--- config.mk ---
export PLATFORM = sky130hd
export DESIGN_NAME = security_access_sequencer
export DESIGN_NICKNAME = d
export VERILOG_FILES = /design/src/sas_pkg.sv /design/src/sas_cfg_regs.sv /design/src/sas_engine.sv /design/src/security_access_sequencer.sv
export VERILOG_INCLUDE_DIRS = /design/src /design/src/src
export SDC_FILE = /design/constraint.sdc
export NUM_CORES = 1
export LEC_CHECK = 0
export BUFFER_PORTS_ARGS = -buffer_cell sky130_fd_sc_hd__clkbuf_2
export CAP_MARGIN = 20
export CORE_MARGIN = 1
export CORE_UTILIZATION = 49
export CTS_CLUSTER_SIZE = 12
export DETAILED_ROUTE_END_ITERATION = 6
export PLACE_DENSITY = 0.76
export SYNTH_ARGS = -nofsm -noshare
export SYNTH_HDL_FRONTEND = slang
export SYNTH_SLANG_ARGS = --single-unit
--- constraint.sdc ---
create_clock -name clk -period 3.4 [get_ports clk]
set_input_delay 1.02 -clock clk [delete_from_list [all_inputs] [get_ports clk]]
set_output_delay 1.02 -clock clk [all_outputs]
set_load 0.02 [all_outputs]
--- src/security_access_sequencer_defines.svh ---
// Assertion macros used by the security access sequencer engine (sas_engine).
// The macros expect a signal named clk, and SAS_ASSERT also arst_n, in the module that uses them.
`ifndef SECURITY_ACCESS_SEQUENCER_DEFINES_SVH
`define SECURITY_ACCESS_SEQUENCER_DEFINES_SVH

`ifndef SYNTHESIS

// Checked only while the block is out of reset.
`define SAS_ASSERT(label, prop, msg) \
	label: assert property (@(posedge clk) disable iff (!arst_n) (prop)) else $error(msg);

// Checked at every edge, reset included.
`define SAS_ASSERT_ALWAYS(label, prop, msg) \
	label: assert property (@(posedge clk) (prop)) else $error(msg);

`else

`define SAS_ASSERT(label, prop, msg)
`define SAS_ASSERT_ALWAYS(label, prop, msg)

`endif

`endif

--- src/sas_pkg.sv ---
`timescale 1ns / 1ps

package sas_pkg;

	// Command codes of an input item.
	localparam logic [1:0] CMD_REQUEST = 2'd0;
	localparam logic [1:0] CMD_TICK    = 2'd1;
	localparam logic [1:0] CMD_SESSION = 2'd2;

	// Reply kinds.
	localparam logic [1:0] KIND_NONE     = 2'd0;
	localparam logic [1:0] KIND_POSITIVE = 2'd1;
	localparam logic [1:0] KIND_NEGATIVE = 2'd2;

	// Negative response codes.
	localparam logic [2:0] NRC_NONE     = 3'd0;
	localparam logic [2:0] NRC_LENGTH   = 3'd1;
	localparam logic [2:0] NRC_SUBFUNC  = 3'd2;
	localparam logic [2:0] NRC_DELAY    = 3'd3;
	localparam logic [2:0] NRC_SEQUENCE = 3'd4;
	localparam logic [2:0] NRC_RANGE    = 3'd5;
	localparam logic [2:0] NRC_ATTEMPTS = 3'd6;
	localparam logic [2:0] NRC_BADKEY   = 3'd7;

	// Sub-function bytes.
	localparam logic [7:0] SF_SEED_A = 8'h03;
	localparam logic [7:0] SF_KEY_A  = 8'h04;
	localparam logic [7:0] SF_SEED_B = 8'h05;
	localparam logic [7:0] SF_KEY_B  = 8'h06;
	localparam logic [7:0] SF_SEED_C = 8'h11;
	localparam logic [7:0] SF_KEY_C  = 8'h12;

	// Levels that a correct key unlocks.
	localparam logic [4:0] LVL_LOCKED = 5'd0;
	localparam logic [4:0] LVL_A      = 5'd3;
	localparam logic [4:0] LVL_B      = 5'd5;
	localparam logic [4:0] LVL_C      = 5'd17;

	// Request lengths.
	localparam logic [7:0] LEN_MIN  = 8'd2;
	localparam logic [7:0] LEN_SEED = 8'd2;
	localparam logic [7:0] LEN_KEY  = 8'd6;

	localparam logic [3:0] FAIL_MAX = 4'hF;

	// Configuration register indexes and reset values.
	localparam int unsigned CFG_IDX_W  = 2;
	localparam int unsigned CFG_DATA_W = 16;
	localparam logic [CFG_IDX_W-1:0] CFG_MAX_ATTEMPTS  = 2'd0;
	localparam logic [CFG_IDX_W-1:0] CFG_LOCKOUT_TICKS = 2'd1;
	localparam logic [3:0]  MAX_ATTEMPTS_RST  = 4'd3;
	localparam logic [15:0] LOCKOUT_TICKS_RST = 16'd10000;

	typedef struct packed {
		logic [1:0]  cmd;
		logic [7:0]  msg_length;
		logic [7:0]  sub_function;
		logic [31:0] key_received;
		logic [31:0] fresh_seed;
		logic [31:0] expected_key;
	} item_t;

	typedef struct packed {
		logic [1:0]  reply_kind;
		logic [2:0]  negative_code;
		logic [7:0]  reply_sub_function;
		logic        has_seed;
		logic [31:0] seed_out;
		logic [4:0]  unlocked_level;
	} result_t;

	typedef struct packed {
		logic [3:0]  max_attempts;
		logic [15:0] lockout_ticks;
	} cfg_t;

endpackage

--- src/sas_cfg_regs.sv ---
`timescale 1ns / 1ps

module sas_cfg_regs (
	input  logic                                 clk,
	input  logic                                 arst_n,
	input  logic                                 wr_en,
	input  logic [sas_pkg::CFG_IDX_W-1:0]        wr_index,
	input  logic [sas_pkg::CFG_DATA_W-1:0]       wr_data,
	output sas_pkg::cfg_t                        cfg
);

	logic [3:0]  max_attempts_q;
	logic [15:0] lockout_ticks_q;

	// Writes to indexes beyond the register list are dropped.
	always_ff @(posedge clk or negedge arst_n) begin
		if (!arst_n) begin
			max_attempts_q  <= sas_pkg::MAX_ATTEMPTS_RST;
			lockout_ticks_q <= sas_pkg::LOCKOUT_TICKS_RST;
		end else if (wr_en) begin
			case (wr_index)
				sas_pkg::CFG_MAX_ATTEMPTS: begin
					max_attempts_q <= wr_data[3:0];
				end
				sas_pkg::CFG_LOCKOUT_TICKS: begin
					lockout_ticks_q <= wr_data[15:0];
				end
				default: begin
				end
			endcase
		end
	end

	assign cfg.max_attempts  = max_attempts_q;
	assign cfg.lockout_ticks = lockout_ticks_q;

endmodule

--- src/sas_engine.sv ---
`timescale 1ns / 1ps
`include "security_access_sequencer_defines.svh"

module sas_engine (
	input  logic              clk,
	input  logic              arst_n,
	input  logic              step_en,
	input  sas_pkg::item_t    item,
	input  sas_pkg::cfg_t     cfg,
	output sas_pkg::result_t  reply
);

	typedef enum logic [2:0] {
		SEQ_IDLE,
		SEQ_S03,
		SEQ_K04,
		SEQ_S05,
		SEQ_K06,
		SEQ_S11,
		SEQ_K12,
		SEQ_DELAY
	} seq_t;

	seq_t        seq_q, seq_d, seq_ok;
	logic [31:0] seed_q, seed_d;
	logic [4:0]  level_q, level_d;
	logic [3:0]  fail_q, fail_d, fail_inc;
	logic        lock_q, lock_d;
	logic [15:0] remain_q, remain_d;

	logic        is_seed, is_key;
	logic [2:0]  seq_code;
	logic [7:0]  sub;

	logic        level_legal;
	logic        lock_entry_ok;
	logic        non_request;
	logic        quiet_reply;

	assign sub      = item.sub_function;
	assign is_seed  = (sub == sas_pkg::SF_SEED_A) || (sub == sas_pkg::SF_SEED_B) ||
	                  (sub == sas_pkg::SF_SEED_C);
	assign is_key   = (sub == sas_pkg::SF_KEY_A) || (sub == sas_pkg::SF_KEY_B) ||
	                  (sub == sas_pkg::SF_KEY_C);
	assign fail_inc = (fail_q == sas_pkg::FAIL_MAX) ? fail_q : fail_q + 4'd1;

	// Sequence check: the step that a passing request leads to, and the
	// negative code when it does not pass.
	always_comb begin
		seq_ok   = seq_q;
		seq_code = sas_pkg::NRC_NONE;
		if (seq_q == SEQ_DELAY) begin
			seq_code = sas_pkg::NRC_DELAY;
		end else begin
			case (sub)
				sas_pkg::SF_SEED_A: begin
					if (seq_q == SEQ_IDLE || seq_q == SEQ_S03) seq_ok = SEQ_S03;
					else seq_code = sas_pkg::NRC_SEQUENCE;
				end
				sas_pkg::SF_KEY_A: begin
					if (seq_q == SEQ_S03) seq_ok = SEQ_K04;
					else if (seq_q == SEQ_S05) seq_code = sas_pkg::NRC_RANGE;
					else seq_code = sas_pkg::NRC_SEQUENCE;
				end
				sas_pkg::SF_SEED_B: begin
					if (seq_q == SEQ_IDLE || seq_q == SEQ_S05) seq_ok = SEQ_S05;
					else seq_code = sas_pkg::NRC_SEQUENCE;
				end
				sas_pkg::SF_KEY_B: begin
					if (seq_q == SEQ_S05) seq_ok = SEQ_K06;
					else if (seq_q == SEQ_S03) seq_code = sas_pkg::NRC_RANGE;
					else seq_code = sas_pkg::NRC_SEQUENCE;
				end
				sas_pkg::SF_SEED_C: begin
					if (seq_q == SEQ_IDLE || seq_q == SEQ_S11) seq_ok = SEQ_S11;
					else seq_code = sas_pkg::NRC_SEQUENCE;
				end
				default: begin
					if (seq_q == SEQ_S11) seq_ok = SEQ_K12;
					else seq_code = sas_pkg::NRC_SEQUENCE;
				end
			endcase
		end
	end

	// Next state and reply for the item in the input register.
	always_comb begin
		seq_d    = seq_q;
		seed_d   = seed_q;
		level_d  = level_q;
		fail_d   = fail_q;
		lock_d   = lock_q;
		remain_d = remain_q;

		reply.reply_kind         = sas_pkg::KIND_NONE;
		reply.negative_code      = sas_pkg::NRC_NONE;
		reply.reply_sub_function = 8'd0;
		reply.has_seed           = 1'b0;
		reply.seed_out           = 32'd0;

		case (item.cmd)
			sas_pkg::CMD_REQUEST: begin
				reply.reply_kind = sas_pkg::KIND_NEGATIVE;
				if (item.msg_length < sas_pkg::LEN_MIN) begin
					reply.negative_code = sas_pkg::NRC_LENGTH;
				end else if (is_seed && item.msg_length != sas_pkg::LEN_SEED) begin
					reply.negative_code = sas_pkg::NRC_LENGTH;
				end else if (is_key && item.msg_length != sas_pkg::LEN_KEY) begin
					reply.negative_code = sas_pkg::NRC_LENGTH;
				end else if (!is_seed && !is_key) begin
					reply.negative_code = sas_pkg::NRC_SUBFUNC;
				end else if (seq_code != sas_pkg::NRC_NONE) begin
					reply.negative_code = seq_code;
				end else if (is_seed) begin
					if ({3'd0, level_q} == sub) begin
						// Level already open: positive reply with an all-zero seed.
						seq_d                    = SEQ_IDLE;
						reply.reply_kind         = sas_pkg::KIND_POSITIVE;
						reply.reply_sub_function = sub;
						reply.has_seed           = 1'b1;
					end else if (lock_q) begin
						seq_d               = SEQ_DELAY;
						reply.negative_code = sas_pkg::NRC_DELAY;
					end else begin
						seq_d                    = seq_ok;
						seed_d                   = item.fresh_seed;
						reply.reply_kind         = sas_pkg::KIND_POSITIVE;
						reply.reply_sub_function = sub;
						reply.has_seed           = 1'b1;
						reply.seed_out           = item.fresh_seed;
					end
				end else if (lock_q) begin
					seq_d               = SEQ_DELAY;
					reply.negative_code = sas_pkg::NRC_DELAY;
				end else begin
					seq_d = SEQ_IDLE;
					if (item.expected_key != item.key_received) begin
						fail_d  = fail_inc;
						level_d = sas_pkg::LVL_LOCKED;
						if (fail_inc >= cfg.max_attempts) begin
							lock_d              = 1'b1;
							remain_d            = cfg.lockout_ticks;
							reply.negative_code = sas_pkg::NRC_ATTEMPTS;
						end else begin
							reply.negative_code = sas_pkg::NRC_BADKEY;
						end
					end else begin
						level_d                  = 5'(sub - 8'd1);
						reply.reply_kind         = sas_pkg::KIND_POSITIVE;
						reply.reply_sub_function = sub;
					end
				end
			end
			sas_pkg::CMD_TICK: begin
				if (lock_q) begin
					if (remain_q <= 16'd1) begin
						lock_d   = 1'b0;
						remain_d = 16'd0;
						fail_d   = 4'd0;
						seq_d    = SEQ_IDLE;
					end else begin
						remain_d = remain_q - 16'd1;
					end
				end
			end
			sas_pkg::CMD_SESSION: begin
				seq_d    = SEQ_IDLE;
				seed_d   = 32'd0;
				level_d  = sas_pkg::LVL_LOCKED;
				fail_d   = 4'd0;
				lock_d   = 1'b0;
				remain_d = 16'd0;
			end
			default: begin
			end
		endcase

		reply.unlocked_level = level_d;
	end

	always_ff @(posedge clk or negedge arst_n) begin
		if (!arst_n) begin
			seq_q    <= SEQ_IDLE;
			seed_q   <= 32'd0;
			level_q  <= sas_pkg::LVL_LOCKED;
			fail_q   <= 4'd0;
			lock_q   <= 1'b0;
			remain_q <= 16'd0;
		end else if (step_en) begin
			seq_q    <= seq_d;
			seed_q   <= seed_d;
			level_q  <= level_d;
			fail_q   <= fail_d;
			lock_q   <= lock_d;
			remain_q <= remain_d;
		end
	end

	assign level_legal   = (level_q == sas_pkg::LVL_LOCKED) || (level_q == sas_pkg::LVL_A) ||
	                       (level_q == sas_pkg::LVL_B) || (level_q == sas_pkg::LVL_C);
	assign lock_entry_ok = (level_q == sas_pkg::LVL_LOCKED) && (seq_q == SEQ_IDLE);
	assign non_request   = step_en && (item.cmd != sas_pkg::CMD_REQUEST);
	assign quiet_reply   = (reply.reply_kind == sas_pkg::KIND_NONE);

	`SAS_ASSERT(a_idle_count_clear, lock_q || remain_q == 16'd0, "lockout count while unlocked")
	`SAS_ASSERT(a_delay_needs_lock, seq_q != SEQ_DELAY || lock_q, "delay step without lockout")
	`SAS_ASSERT(a_level_legal, level_legal, "illegal level")
	`SAS_ASSERT(a_lock_relocks, $rose(lock_q) |-> lock_entry_ok, "lockout began with level open")
	`SAS_ASSERT(a_no_reply_cmd, non_request |-> quiet_reply, "reply to a non-request")

endmodule

--- src/security_access_sequencer.sv ---
`timescale 1ns / 1ps

// Channel   Signals                          Direction  Carries
// item      item_valid, item_ready, item     in         one request, tick or session change
// result    result_valid, result_ready, result out      one reply per item
// config    cfg_valid, cfg_ready, cfg_index,  in         register writes, always ready
//           cfg_data
//
// One item is taken per clock cycle while the result side is not stalled;
// every item gives exactly one result, held first in the input register and
// then in the result register. The session state (sequence, level, failure
// count, lockout counter) is updated as an item moves between the two registers.
// Reset clears the session state and restores max_attempts to 3 and
// lockout_ticks to 10000. A stalled result side fills both registers and then
// holds item_ready low; no item is lost or taken twice.

module security_access_sequencer (
	input  logic                              clk,
	input  logic                              arst_n,
	input  logic                              item_valid,
	output logic                              item_ready,
	input  sas_pkg::item_t                    item,
	output logic                              result_valid,
	input  logic                              result_ready,
	output sas_pkg::result_t                  result,
	input  logic                              cfg_valid,
	output logic                              cfg_ready,
	input  logic [sas_pkg::CFG_IDX_W-1:0]     cfg_index,
	input  logic [sas_pkg::CFG_DATA_W-1:0]    cfg_data
);

	sas_pkg::item_t   item_s1;
	logic             vld_s1;
	sas_pkg::result_t res_s2;
	logic             vld_s2;
	sas_pkg::result_t reply;
	sas_pkg::cfg_t    cfg;
	logic             advance;

	// The item in the input register moves on when the result register is
	// empty or its content leaves in this same cycle.
	assign advance    = vld_s1 && (!vld_s2 || result_ready);
	assign item_ready = !vld_s1 || advance;
	assign cfg_ready  = 1'b1;

	sas_cfg_regs u_cfg (
		.clk      (clk),
		.arst_n   (arst_n),
		.wr_en    (cfg_valid && cfg_ready),
		.wr_index (cfg_index),
		.wr_data  (cfg_data),
		.cfg      (cfg)
	);

	// The session state is updated only when an item passes into the result
	// register, so state and replies follow item order exactly.
	sas_engine u_engine (
		.clk     (clk),
		.arst_n  (arst_n),
		.step_en (advance),
		.item    (item_s1),
		.cfg     (cfg),
		.reply   (reply)
	);

	always_ff @(posedge clk or negedge arst_n) begin
		if (!arst_n) begin
			vld_s1 <= 1'b0;
			vld_s2 <= 1'b0;
		end else begin
			if (item_ready) vld_s1 <= item_valid;
			if (advance) vld_s2 <= 1'b1;
			else if (result_ready) vld_s2 <= 1'b0;
		end
	end

	// Payload registers carry no reset.
	always_ff @(posedge clk) begin
		if (item_ready && item_valid) item_s1 <= item;
		if (advance) res_s2 <= reply;
	end

	assign result_valid = vld_s2;
	assign result       = res_s2;

endmodule

# After elaboration in Yosys (flattened, before gate mapping)

Cells that the tools add are included.

Memories: 0
RAM bits: 0
Memory bits (read-only): 0
Input bits: 137
Output and inout port bits: 54
Logic and storage cells: 204
Latch bits: 0
Register bits after elaboration: 216

Equal/unequal tests: 36
$mul: 0
Reductions and logical operators: 35
Div/mod/pow operators: 0
Muxes and demuxes: 101
Magnitude comparators: 3
Add/subtract/negate cells: 3
Shift-type cells: 0
Bitwise operators: 2

Operator list:

| operator                                                                | count |
|---|---|
| 16-bit two-way mux                                                      | 11 |
| 3-bit two-way mux                                                       | 29 |
| 16-bit case mux with 3 select lines                                     | 1 |
| 4-bit two-way mux                                                       | 11 |
| 41-bit two-way mux                                                      | 1 |
| 5-bit two-way mux                                                       | 8 |
| 32-bit != test                                                          | 1 |
| 6-bit by 5-bit != test with 1-bit output (second input constant)        | 5 |
| 3-bit case mux with 5 select lines                                      | 2 |
| 8-bit by 3-bit == test with 1-bit output (second input constant)        | 3 |
| 12-bit AND reduction                                                    | 2 |
| 2-bit two-way mux                                                       | 11 |
| 1-bit two-way mux                                                       | 19 |
| 8-bit by 5-bit == test with 1-bit output (second input constant)        | 2 |
| 16-bit by 1-bit <= comparator with 1-bit output (second input constant) | 1 |
| 8-bit two-way mux                                                       | 2 |
| 16-bit AND reduction                                                    | 1 |
| 16-bit by 1-bit subtractor with 16-bit output (second input constant)   | 1 |
| 2-bit != test (second input constant)                                   | 7 |
| 13-bit two-way mux                                                      | 1 |
| 4-bit case mux with 3 select lines                                      | 1 |
| 10-bit by 9-bit != test with 1-bit output (second input constant)       | 1 |
| 5-bit case mux with 2 select lines                                      | 1 |
| 1-bit logical OR                                                        | 9 |
| 33 further kinds                                                        | 49 |

# Depth between registers and ports, before layout

Gate-level depths: netlist of run 1.

Word-level depth: 14
Gate-level depth with buffers: 12
Depth with buffers taken out: 11

# By module

Synthesis of run 1 repeated with hierarchy kept, for this count alone.

Cell total of the unflattened synthesis: 675
Area, all modules: 9400.3 sq um

Modules (own cells, without submodules):

| module                    | instances | cells an instance | area each (sq um) | sequential area each (sq um) |
|---|---|---|---|---|
| security_access_sequencer | 1         | 175               | 5069.9            | 5004.8 |
| sas_engine                | 1         | 457               | 3514.6            | 725.7 |
| sas_cfg_regs              | 1         | 43                | 815.8             | 509.2 |

# Least setup slack after synthesis of run 1

OpenSTA, ideal clock, no wires.

Kind: input port to flip-flop
Start: in result_ready
End: reg item_s1[0] in the netlist's numbering (enable)
Arrival: 3949 ps
Path buffers: 0
Setup time: 486 ps
Cell stages on the path: 2
Data required time: 2914 ps
Setup slack: -1035 ps
Cells stage by stage: nand3b_1 -> and2_1

Word-level cells in the longest chain between the ends: 4

Ends and longest elaborated chain:

| element              | RTL line                        | RTL |
|---|---|---|
| start, declared      | security_access_sequencer.sv:24 | `input logic result_ready,` |
| 1-bit logical OR     | security_access_sequencer.sv:42 | `assign advance = vld_s1 && (!vld_s2 \|\| result_ready);` |
| 1-bit logical AND    | security_access_sequencer.sv:42 |  |
| 1-bit logical OR     | security_access_sequencer.sv:43 | `assign item_ready = !vld_s1 \|\| advance;` |
| 1-bit logical AND    | security_access_sequencer.sv:79 | `if (item_ready && item_valid) item_s1 <= item;` |
| end signal, assigned | security_access_sequencer.sv:79 |  |
| end, declared        | security_access_sequencer.sv:32 | `sas_pkg::item_t item_s1;` |

Every way passes these cells.
A chain may end at the register's enable or synchronous reset.

==> results of run 1 <==
==> worst min-delay path by stage <==
stage | start | end | slack [ps] | cells past startpoint
6_report | vld_s1$_DFFE_PN0N_ | result_valid$_DFFE_PN0P_ | 490 | 1
5_1_grt | u_engine.remain_q[15]$_DFFE_PN0P_ | u_engine.remain_q[15]$_DFFE_PN0P_ | 500 | 1
4_1_cts | vld_s1$_DFFE_PN0N_ | result_valid$_DFFE_PN0P_ | 490 | 1
3_5_place_dp | u_engine.remain_q[12]$_DFFE_PN0P_ | u_engine.remain_q[12]$_DFFE_PN0P_ | 480 | 1
3_3_place_gp | vld_s1$_DFFE_PN0N_ | result_valid$_DFFE_PN0P_ | 470 | 1
2_1_floorplan | vld_s1$_DFFE_PN0N_ | result_valid$_DFFE_PN0P_ | 460 | 1
==> cell usage after synthesis (2+ instances only) <==
cell / n
ha_1: 16
nand4_1: 3
or2_2: 5
a211oi_1: 2
buf_6: 3
xnor2_1: 4
inv_1: 21
mux2_2: 23
and3_1: 2
a21o_1: 4
a32oi_1: 3
buf_4: 2
o21ai_0: 20
conb_1: 2
o211ai_1: 9
nor3_1: 11
nand3b_1: 4
nand3_1: 25
a31oi_1: 5
o31a_1: 3
xor2_1: 39
buf_2: 7
a22o_1: 13
a21oi_1: 7
clkbuf_1: 8
nor2_1: 20
o2bb2ai_1: 14
nor2b_1: 4
nor4_1: 14
mux2i_1: 4
o31ai_1: 13
o41ai_1: 3
edfxtp_1: 165
dfstp_2: 7
nand2b_1: 7
and2_1: 37
or3_1: 5
or4_1: 4
nand2_1: 27
dfrtp_1: 44
==> power by group through the flow <==
stage	Combinational, uW	Clock [uW]	Sequential, uW
6_report	1050	2320	3370
5_1_grt	1170	2470	3410
2_1_floorplan	730	0	3400
4_1_cts	1050	2380	3370
3_5_place_dp	1050	0	3420
3_3_place_gp	1030	0	3410
==> layer usage <==
layer  wire length, microns  up-vias
met4                    476        0
met2                   8870      233
met3                   1580       37
li1                       -     2762
met5                      0        -
met1                   7200     2716
==> through the flow <==
stage	cells	hold WS (ps)
final	1079	489
after global routing	1078	502
after CTS	1078	494
after detailed placement	1037	478
after global placement	1037	467
after floorplan	630	457
==> cells by family after synthesis <==
kind of cell | after synthesis | share of synthesized area [%]
AOI/OAI and AO/OA | 104 | 8.69
xor gates and xnor gates | 43 | 4.13
adders and majority gates | 16 | 2.20
buffers and inverters | 42 | 2.17
DFF | 216 | 68.5
muxes | 27 | 3.28
other | 2 | 0.0824
and+or+nand+nor | 177 | 10.9
==> state kept, by name (all words and copies together), names as in the netlist <==
name,flops
item_s1,114
result,51
result_valid,1
u_cfg.lockout_ticks_q,16
u_cfg.max_attempts_q,4
u_engine.fail_q,4
u_engine.level_q,5
u_engine.lock_q,1
u_engine.remain_q,16
u_engine.seq_q,3
vld_s1,1
==> worst reg2reg max path: cells and delay by family (launching register included) <==
kind	cells	cell delay (ps)
buffers and inverters	1	140
flip-flops	1	480
adder cells (fa/ha/maj)	1	280
AO/OA/AOI/OAI	4	950
AND/OR/NAND/NOR	3	1070
==> layout make-up <==
type / instances / area, sq um
multi-input cells: 372 / 2690
clock buffers: 34 / 637
repair buffers: 199 / 1060
well taps: 229 / 287
inverters: 21 / 78.8
diodes: 1 / 2.50
clock inverters: 7 / 58.8
fillers: 1363 / 7030
flip-flops and latches: 216 / 6240
==> metrics.yaml, run 1 <==
wirelength_mm: 18.1
synth_flop_cell: "edfxtp_1"
ys_warn_count: 0
routedWlPerCell_microns: 16.8
swShare_pct: 26.3
clockRootBuffer: "clkbuf_16"
p_comb_share_pct: 15.6
ys_seq_area_share_pct: 68.5
final_common_cell: "clkbuf_2"
cp.depth: 9
cp_max_fo: 10
place_congestion: 0.864
hold_violations: 0
setup_violations: 0
maxCapViolations: 0
slew_headroom_pct: 47.2
io_pins: 191
first_iter_violations: 359
synthTopCellsByArea: "edfxtp_1 54%, dfrtp_1 12%, xor2_1 3.7%"
static-leakage-power_uw: 0.00448
yosysUniqueCellTypes: 58
period_share_pct: 91.2
synth_area_sq_mm: 0.00911
dieHeight_microns: 138
final_cell_mix: "189 x clkbuf_2, 165 x edfxtp_1, 44 x dfrtp_1, 39 x xor2_1, 36 x and2_1"
met1_usage_pct: 23.7
grt_most_used_layer: "met2"
die_w_microns: 138
layout_setup_ws_ps: 300
ir_worst_vdd_v: 0.000424
reg2reg_slack_ps: 300
worstPathArrival_ps: 3410
layout-drive-gt1-share_pct: 32.4
rsz0062_at_grt: "false"
startpoint: "item_s1[96]$_DFFE_PP_"
slowest_stage: "edfxtp_1"
design_area_sq_mm: 0.0111
ctsHoldBuffers: 0
area_growth_pct: 21.3
cts.repair.resized: 0
violations: "design-rule violations"
rows: 49
hpwl_mm: 12.9
drc: 8
grt_max_degree: 52
endpoint: "result[2]$_DFFE_PP_"
fin_util_pct: 61.1
track_usage_pct: 19.0
clock_latency_ps: 510
fmax_mhz: 323
hp-class: "flop to flop"
cpPeakStageDelay_ps: 480
ys_ff_latch: 216
cts_made_buffers: 23
first_pass_iters: 6
clock_skew_ps: 13.7
powerDensity_mw_per_mm2: 610
endpoint_kind: "flop"
required_ps: 3710
final_max_slew_viol_count: 0
synthArstFlopShare_pct: 23.6
ctsHtreeMaxLevel: 1
outcome: "complete, but fails checks"
start_util_pct: 50.4
final_nets: 986
core-area_sq_mm: 0.0181
dp_slack_ps: 36.3
seqPwrFrac_pct: 50.1
reg2reg_from: "item_s1[96]$_DFFE_PP_"
p_int_uw: 4970
synth-edff-count: 165
synth_top_area_share_pct: 54.4
vias: 5748
syn-instance-count: 627
r2r_end: "result[2]$_DFFE_PP_"
totalPowerFinal_uw: 6740
power_switching_uw: 1780
globalRouteOverflowTotal: 0
first_global_vias: 5578
grt.met2_usage_pct: 31.8
vias_per_cell: 5.33
die_area_sq_mm: 0.0191
cp_num_buf_inv: 1
cp_top_family: "simple AND/OR/NAND/NOR gates"
worstSetupPathType: "flop to flop"
io_buffers: 189
yosys.area.top_type: "edfxtp_1"
antenna_found_initial: 0
cts_tree: "yes"
post-cts-setup-buffer-count: 0
setup_tns_ps: 0
reg2reg_depth: 9
avgSynthCellArea_sq_um: 14.5
use_met3_pct: 5.51
worstMarginPinSlew_ps: 790
fin_crit_ps: 3100
antenna_left: 0
grt_pass1_wl_mm: 28.5
placed_area_sq_mm: 0.0103
crit_chain: "inv_1 > ha_1 > or2_2 > o31ai_1 > o311ai_0 > o31a_1 > nor4_2 > nand3_1 > o2bb2ai_1"
startpoint_type: "flop"
clkTransAtPathRegs_ps: 60
ctsLongestPathBuffers: 3
p_clk_share_pct: 34.4
cts_sinks: 216
Power figures use the tool's default switching activity.
==> run 2, diff against run 1 <==
--- a/config.mk
+++ b/config.mk
@@ -6,7 +6,7 @@
 export SDC_FILE = /design/constraint.sdc
 export NUM_CORES = 1
 export LEC_CHECK = 0
-export BUFFER_PORTS_ARGS = -buffer_cell sky130_fd_sc_hd__clkbuf_2
+export BUFFER_PORTS_ARGS = -buffer_cell sky130_fd_sc_hd__buf_2
 export CAP_MARGIN = 20
 export CORE_MARGIN = 1
 export CORE_UTILIZATION = 49
==> run 2 against run 1 <==
  * The run still ends with design-rule violations left
  * Flip-flop and latch count unchanged
  * Clock skew increased by 1.6 ps
  * Total power down 0.50%
  * Die area unchanged
  * Hold slack improved by 2.6 ps
  * Cell count rose by 0.19%
  * Wire length down 1.5%
  * Sequential power is essentially flat
  * Combinational power about the same
  * First-iteration DRC count increased by 23%
  * Critical path depth up 1
  * Register-to-register slack got worse by 20 ps
  * Largest cell class unchanged
  * Highest routed layer is now met5
==> metrics.yaml, run 2 (same netlist as run 1, synthesis figures left out) <==
outcome: "complete, but fails checks"  # unchanged
violations: "design-rule violations"  # unchanged
track_usage_pct: 18.8  # was 19.0%
hold_violations: 0  # unchanged
vias: 5734  # was 5748
setup_violations: 0  # unchanged
hp-class: "input pin to async pin"  # was flop to flop
rsz0062_at_grt: "false"  # unchanged
dp.cells: 1036  # was 1037
endpoint_kind: "flop"  # unchanged
r2r_end: "u_engine.remain_q[5]$_DFFE_PN0P_"  # was result[2]$_DFFE_PP_
reg2reg_slack_ps: 280  # was 300 ps
post-cts-setup-buffer-count: 0  # unchanged
first_iter_violations: 441  # was 359
seq_area_sq_mm: 0.00624  # unchanged
cp_num_buf_inv: 2  # was 1
grt_pass1_wl_mm: 28.3  # was 28.5 mm
clock_latency_ps: 510  # about the same
cpPeakStageDelay_ps: 520  # was 480 ps
area_growth_pct: 21.1  # was 21.3%
maxCapViolations: 0  # unchanged
first_global_vias: 5482  # was 5578
fin_crit_ps: 3120  # was 3100 ps
final_max_slew_viol_count: 0  # unchanged
n_fill_cell: 1344  # was 1363
cp_max_fo: 16  # was 10
vias_per_cell: 5.30  # was 5.33
core-area_sq_mm: 0.0181  # unchanged
crit_chain: "inv_1 > ha_1 > mux2i_1 > o21ai_0 > a21oi_1 > o21ai_0 > o41ai_4 > buf_4 > nand3_1 > a22o_1"  # was inv_1 > ha_1 > or2_2 > o31ai_1 > o311ai_0 > o31a_1 > nor4_2 > nand3_1 > o2bb2ai_1
final_cell_mix: "189 x buf_2, 165 x edfxtp_1, 44 x dfrtp_1, 39 x xor2_1, 36 x and2_1"  # was 189 x clkbuf_2, 165 x edfxtp_1, 44 x dfrtp_1, 39 x xor2_1, 36 x and2_1
cts_made_buffers: 23  # unchanged
setup_tns_ps: 0  # unchanged
antenna_found_initial: 4  # was 0
die_area_sq_mm: 0.0191  # unchanged
worstPathArrival_ps: 3510  # was 3410 ps
clkTransAtPathRegs_ps: 60  # about the same
dieHeight_microns: 138  # unchanged
worstSetupPathType: "flop to flop"  # unchanged
reg2reg_from: "item_s1[97]$_DFFE_PP_"  # was item_s1[96]$_DFFE_PP_
rows: 49  # unchanged
multiInputGateArea_sq_mm: 0.00269  # unchanged
ir_worst_vdd_v: 0.000428  # was 0.000424 V
cts_sinks: 216  # unchanged
cts_tree: "yes"  # unchanged
final_nets: 985  # was 986
fin_util_pct: 61.0  # was 61.1%
die_w_microns: 138  # unchanged
layout-drive-gt1-share_pct: 32.3  # was 32.4%
required_ps: 3790  # was 3710 ps
layout_setup_ws_ps: 281  # was 300 ps
grt_max_degree: 52  # unchanged
io_pins: 191  # unchanged
startpoint_type: "flop"  # unchanged
ctsHtreeMaxLevel: 1  # unchanged
final_common_cell: "buf_2"  # was clkbuf_2
antenna_left: 0  # unchanged
hpwl_mm: 12.9  # about the same
cts.repair.resized: 0  # unchanged
crit_path_frequent_cell: "o21ai_0"
clock_skew_ps: 15.4  # was 13.7 ps
ctsLongestPathBuffers: 3  # unchanged
static-leakage-power_uw: 0.00444  # was 0.00448 uW
reg2reg_depth: 10  # was 9
routedWlPerCell_microns: 16.5  # was 16.8 microns
first_pass_iters: 7  # was 6
largest_reg_flops: 114  # unchanged
slew_headroom_pct: 48.8  # was 47.2%
period_share_pct: 91.7  # was 91.2%
powerDensity_mw_per_mm2: 608  # was 610 mW/mm^2
clockRootBuffer: "clkbuf_16"  # unchanged
final_cell_count_no_fill: 1081  # was 1079
start_util_pct: 50.4  # unchanged
worstMarginPinSlew_ps: 765  # was 790 ps
fmax_mhz: 321  # was 323 MHz
drc: 8  # unchanged
globalRouteOverflowTotal: 0  # unchanged
dp_slack_ps: 92.5  # was 36.3 ps
cp_top_family: "compound AO/OA/AOI/OAI gates"  # was simple AND/OR/NAND/NOR gates
place_congestion: 0.916  # was 0.864
wirelength_mm: 17.8  # was 18.1 mm
largest-register: "item_s1"  # unchanged
io_buffers: 189  # unchanged
ctsHoldBuffers: 0  # unchanged
slowest_stage: "a21oi_1"  # was edfxtp_1
==> run 2: cell types whose count changed in the layout (fill, tap and decap cells not counted), sizes merged <==
cell / previous run / this run
diode: 1 / 4
clkinv: 5 / 3
clkbuf: 223 / 36
buf: 10 / 198
==> run 2: worst max path at each step <==
stage	startpoint	end	slack [ps]	depth (start not counted)
finish	item_s1[97]$_DFFE_PP_	u_engine.remain_q[5]$_DFFE_PN0P_	280	10
global route	item_s1[96]$_DFFE_PP_	result[28]$_SDFFCE_PP0P_	60	9
CTS	item_s1[96]$_DFFE_PP_	result[24]$_SDFFCE_PP0P_	70	9
detailed placement	item_s1[96]$_DFFE_PP_	result[24]$_SDFFCE_PP0P_	90	9
global placement	item_s1[96]$_DFFE_PP_	result[35]$_SDFFCE_PP0P_	230	9
floorplan	result_ready	item_s1[0]$_DFFE_PP_	220	2
==> run 2: worst reg2reg max path, cell delays in order (launching register included) <==
cell	delay [ps]
edfxtp_1	450
inv_1	130
ha_1	270
mux2i_1	160
o21ai_0	170
a21oi_1	520
o21ai_0	340
o41ai_4	320
buf_4	290
nand3_1	120
a22o_1	240
==> run 2: cell type report <==
type	count	share of cell area [%]
diodes	4	0.0907
clock buffers	36	5.75
clock inverters	5	0.510
inverters	21	0.714
multi-input cells	372	24.4
flip-flops and latches	216	56.5
well taps	229	2.60
repair buffers	198	9.41
==> run 2: power breakdown <==
group | switching (uW) | internal [uW] | total, uW
logic | 607 | 435 | 1040
clock network | 938 | 1360 | 2290
registers | 208 | 3160 | 3370
==> run 2: per-layer routing <==
metal	global-route usage [%]	vias to the layer above	part of all wire (%)
met5	0	-	0.073
met4	6.68	2	2.4
met3	6.79	36	10
met2	30.7	254	48
met1	23.1	2668	40
li1	-	2774	-
==> run 2: stage by stage <==
step           cell area [sq um]  hold WS (ps)  power [uW]
2_1_floorplan               9120           457        4130
3_3_place_gp               10300           466        4440
3_5_place_dp               10300           481        4460
4_1_cts                    11000           488        6780
5_1_grt                    11000           512        7040
6_report                   11000           492        6710
